<file path="src/pgalloc_pkg.sv">
// Package with sizes, codes and controller/datapath interface types of the page allocator.
package pgalloc_pkg;

   localparam int MAX_PAGES  = 32768;
   localparam int PAGE_SHIFT = 12;
   localparam int COUNT_BITS = 8;

   localparam int ADDR_W    = 56;
   localparam int PN_W      = ADDR_W - PAGE_SHIFT;
   localparam int IDX_W     = $clog2(MAX_PAGES);
   localparam int DEPTH_W   = $clog2(MAX_PAGES + 1);
   localparam int CNT_W     = COUNT_BITS;
   localparam int RSP_CNT_W = 8;
   localparam int STATUS_W  = 3;
   localparam int CMD_W     = 2;

   localparam logic [ADDR_W-1:0] POOL_BASE_RST = ADDR_W'(64'h0000_0000_8000_0000);
   localparam logic [ADDR_W-1:0] POOL_TOP_RST  = ADDR_W'(64'h0000_0000_8800_0000);

   typedef enum logic [CMD_W-1:0] {
      CMD_ALLOC  = 2'd0,
      CMD_FREE   = 2'd1,
      CMD_ADDREF = 2'd2,
      CMD_QUERY  = 2'd3
   } cmd_type;

   typedef enum logic [STATUS_W-1:0] {
      ST_OK        = 3'd0,
      ST_NO_PAGES  = 3'd1,
      ST_BAD_ADDR  = 3'd2,
      ST_UNDERFLOW = 3'd3,
      ST_OVERFLOW  = 3'd4
   } status_type;

   typedef enum logic {
      CSR_POOL_BASE = 1'b0,
      CSR_POOL_TOP  = 1'b1
   } csr_index_type;

   typedef struct packed {
      logic capture;
      logic clear;
      logic calc;
      logic index;
      logic read;
      logic exec;
   } ctrl_cmd_type;

   typedef struct packed {
      logic clear_done;
   } dp_stat_type;

endpackage

</file>
<file path="src/pgalloc_ctrl.sv">
// Controller state machine that sequences the clearing pass and each item of the allocator.
module pgalloc_ctrl
   import pgalloc_pkg::*;
(
   input  logic         clock,
   input  logic         reset,
   input  logic         start,
   output logic         busy,
   input  dp_stat_type  stat,
   output ctrl_cmd_type cmd
);

   typedef enum logic [2:0] {
      S_IDLE,
      S_CLEAR,
      S_CALC,
      S_INDEX,
      S_READ,
      S_EXEC
   } state_type;

   state_type state_ff, state_in;
   logic      busy_ff;

   always_comb begin
      state_in = state_ff;
      unique case (state_ff)
         S_IDLE: begin
            if (start) begin
               state_in = S_CALC;
            end
         end
         S_CLEAR: begin
            if (stat.clear_done) begin
               state_in = S_IDLE;
            end
         end
         S_CALC:  state_in = S_INDEX;
         S_INDEX: state_in = S_READ;
         S_READ:  state_in = S_EXEC;
         S_EXEC:  state_in = S_IDLE;
         default: state_in = S_IDLE;
      endcase
   end

   always_ff @(posedge clock) begin
      if (reset) begin
         state_ff <= S_CLEAR;
         busy_ff  <= 1'b1;
      end else begin
         state_ff <= state_in;
         busy_ff  <= (state_in != S_IDLE);
      end
   end

   always_comb begin
      cmd.capture = start && (state_ff == S_IDLE);
      cmd.clear   = (state_ff == S_CLEAR);
      cmd.calc    = (state_ff == S_CALC);
      cmd.index   = (state_ff == S_INDEX);
      cmd.read    = (state_ff == S_READ);
      cmd.exec    = (state_ff == S_EXEC);
   end

   assign busy = busy_ff;

endmodule

</file>
<file path="config.mk">
export PLATFORM = sky130hd
export DESIGN_NAME = pgalloc_ctrl
export DESIGN_NICKNAME = d
export VERILOG_FILES = /design/src/pgalloc_pkg.sv /design/src/pgalloc_ctrl.sv
export SDC_FILE = /design/constraint.sdc
export NUM_CORES = 1
export LEC_CHECK = 0
export BUFFER_PORTS_ARGS = -buffer_cell sky130_fd_sc_hd__buf_4
export CELL_PAD_IN_SITES_DETAIL_PLACEMENT = 1
export CELL_PAD_IN_SITES_GLOBAL_PLACEMENT = 2
export CORE_AREA = 2 2 39 41
export CTS_CLUSTER_SIZE = 12
export DETAILED_ROUTE_END_ITERATION = 10
export DIE_AREA = 0 0 41 43
export PLACE_DENSITY = 0.63
export SETUP_SLACK_MARGIN = 0.3
export SLEW_MARGIN = 20
export SYNTH_ARGS = -nofsm -noshare
export SYNTH_HDL_FRONTEND = slang
export SYNTH_SLANG_ARGS = --single-unit
</file>
<file path="constraint.sdc">
create_clock -name clock -period 1.2 [get_ports clock]
set_input_delay 0.18 -clock clock [delete_from_list [all_inputs] [get_ports clock]]
set_output_delay 0.18 -clock clock [all_outputs]
set_load 0.02 [all_outputs]
</file>
==> reports/metrics.json <==
{
  "synth": {
    "synth_sequential_area_ratio_pct": 36.2,
    "ys_top_cells_by_area": "dfxtp_1 36%, buf_6 10%, nor3b_1 10%",
    "number_of_library_cell_types_mapped_by_synthesis": 13,
    "yosys_most_used_dff": "dfxtp_1",
    "ys_seq_elements": 4,
    "mappedNetlistArea_um2": 221,
    "yosysTopAreaCellShare_pct": 36.2,
    "synth.area.mux_share_pct": 0,
    "synth.yosys.warnings": 0,
    "yosys.area_share.simple_pct": 40.7,
    "synth_fp_nets": 26,
    "post_synth_most_frequent_cells": "4 x dfxtp_1, 3 x nor3b_1",
    "synth_adder_area_share_pct": 0,
    "synth-compound-area-share_pct": 10.7,
    "synth-xor-area-share_pct": 0,
    "synth_async_sr_flop_share_pct": 0,
    "post-synth-top-area-cell": "dfxtp_1",
    "syn-mean-instance-area_um2": 10.1,
    "post-synth-top-count-cell": "dfxtp_1",
    "netlist_instances": 22,
    "synth_top_family_by_area": "simple AND/OR/NAND/NOR gates",
    "synth-edff-count": 0
  },
  "detailed_routing": {
    "via_count": 245,
    "first_iter_violations": 2,
    "average_routed_wire_per_standard_cell_um": 11.9,
    "drt_wl_total_um": 656,
    "drc": 0,
    "viasPerCell": 4.45,
    "final_antenna_net_count": 0,
    "detailedRoute.firstPassIterationCount": 2
  },
  "timing": {
    "slew_violations": 0,
    "fin_setup_tns_ns": -0.352,
    "maxSlewHeadroom_pct": 82.5,
    "final_min_period_over_clock_period_pct": 111,
    "fin_crit_period_ns": 1.33,
    "timing.final.setup_violations": 6,
    "max_slew.worst_pin.slew_ns": 0.258,
    "report.final.hold_viol_count": 0,
    "grt_setup_unrepaired": "yes",
    "max_freq_mhz": 751,
    "finalClockSkew_ns": 0.00134,
    "worst_setup_slack_final_ns": -0.131
  },
  "run_status": {
    "outcome": "finished with violations",
    "failing_checks": "negative setup slack"
  },
  "critical_path": {
    "max_stage_delay_ns": 0.34,
    "critPathMaxFanout": 5,
    "reg2reg_slack_ns": 0,
    "setup.worst_path.end_class": "output port",
    "timing_worst_setup_path_type": "reg -> out",
    "startpoint_type": "register",
    "crit_path_top_delay_cell": "dfxtp_2",
    "rr_worst_depth": 3,
    "critical_path_buf_inv_count": 2,
    "worstPathArrival_ns": 1.15,
    "critical_path.cell_chain": "buf_6 > nor4b_4 > buf_4",
    "crit-reg2reg-capture": "busy",
    "crit-reg2reg-launch": "state_ff[2]",
    "required_ns": 1.02,
    "cell_family_contributing_the_most_delay_on_the_critical_path": "flip-flops"
  },
  "global_routing": {
    "grt.total_usage_pct": 10.7,
    "first_global_vias": 264,
    "grt_antenna_before_repair": 0,
    "grt_first_pass_wirelength_um": 1140,
    "largest_net_degree_at_the_start_of_global_routing": 10,
    "gr-total-overflow": 0
  },
  "place": {
    "globalplace.congestion": 0.745,
    "place.port_buffers": 10,
    "pre_cts_slack_ns": -0.0375
  },
  "worst_hold_path": {
    "holdPathEnd": "state_ff[1]",
    "hold_start": "reset",
    "hold_path.class": "in -> reg",
    "min_path_cells": 2
  },
  "clock_tree": {
    "clk_pin_slew_ns": 0.04,
    "cts-buffers-inserted": 3,
    "clock_tree_root_buffer_cell": "clkbuf_4",
    "clk_latency_ns": 0.24,
    "h-tree-depth": 1,
    "max-clock-path-buffers": 2,
    "tritoncts_num_sinks": 4,
    "cts_tree": "done",
    "cts-hold-fix-buffers": 0
  },
  "floorplanning": {
    "ioPinCount": 11,
    "die_height_um": 43,
    "dieArea_um2": 1760,
    "initial_core_utilization_pct": 16.0,
    "floorplan.rows": 14,
    "fp.dieW_um": 41,
    "core_region_area_um2": 1380
  },
  "pwr": {
    "vdd_drop_max_mv": 0.291,
    "post-layout-total-power_uw": 436,
    "power_leakage_nw": 0.194,
    "power.density_cell_area_nw_per_um2": 1010
  },
  "cells_and_area": {
    "design.final.nets": 45,
    "n_antenna_cell": 0,
    "areaGrowthSynthToFinish_pct": 94.9,
    "layout_cell_share_with_drive_strength_beyond_1_pct": 76.9
  },
  "job": {
    "max_cap_violations": 0
  }
}
==> metrics by stage <==
stage | utilization [%] | area, µm² | std cells | hold slack, ns
floorplan | - | 246 | 22 | 0.257
global placement | 24.4 | 338 | 49 | 0.379
detailed placement | 24.4 | 338 | 49 | 0.383
CTS | 30.3 | 419 | 55 | 0.119
global route | 31.2 | 432 | 55 | 0.109
finish | 31.2 | 432 | 55 | 0.123
==> routing by layer <==
metal  routed length (µm)  global-route usage, %
met5                    0                      0
met3                   52                   6.81
met4                   18                   10.0
met2                  322                   13.4
met1                  263                   11.3
==> timing repair <==
item                                    CTS  global route
gates resized for setup                  11             3
buffers inserted                          3             0
endpoints found under the hold margin     0             0
endpoints found under the setup margin   10            10
pin swaps                                 3             0
==> flip-flops by register name, summed over array words and instances (netlist names) <==
signal / cells
state_ff: 3
busy: 1
==> report_power, final <==
group | switching, mW | leakage (nW) | internal (mW)
logic | 0.0457 | 0.146 | 0.0607
clock network | 0.0604 | 0.0138 | 0.112
registers | 0.0142 | 0.0344 | 0.142
==> placed cells by master, fill, tap and decap left out, types with 2 or more instances in the layout <==
cell and instances:
nor3b_2 2, or4_1 2, dfxtp_4 2, buf_6 6, buf_4 11, clkbuf_4 3
and3b_2 2
==> final cells by class <==
cell class / count / area [µm²]
clock buffer: 3 / 22.5
fill: 168 / 952
multi-input combinational: 15 / 150
sequential: 4 / 88.8
tap: 16 / 20.0
timing repair buffer: 17 / 150
==> worst max path at each step <==
stage | startpoint | endpoint | slack (ns) | cells after the start
final | state_ff[2] | cmd[5] | -0.13 | 3
after global routing | state_ff[2] | cmd[5] | -0.21 | 3
after CTS | state_ff[2] | cmd[5] | -0.13 | 3
after detailed placement | state_ff[0] | state_ff[0] | -0.04 | 2
after global placement | state_ff[0] | state_ff[0] | -0.009 | 2
after floorplan | state_ff[2] | busy | -0.03 | 3
==> cells by family after synthesis <==
| kind of cell | Yosys count |
|---|---|
| and+or+nand+nor | 12 |
| DFF | 4 |
| AOI/OAI and AO/OA | 3 |
| buffers and inverters | 3 |
Power figures use the tool's default switching activity.
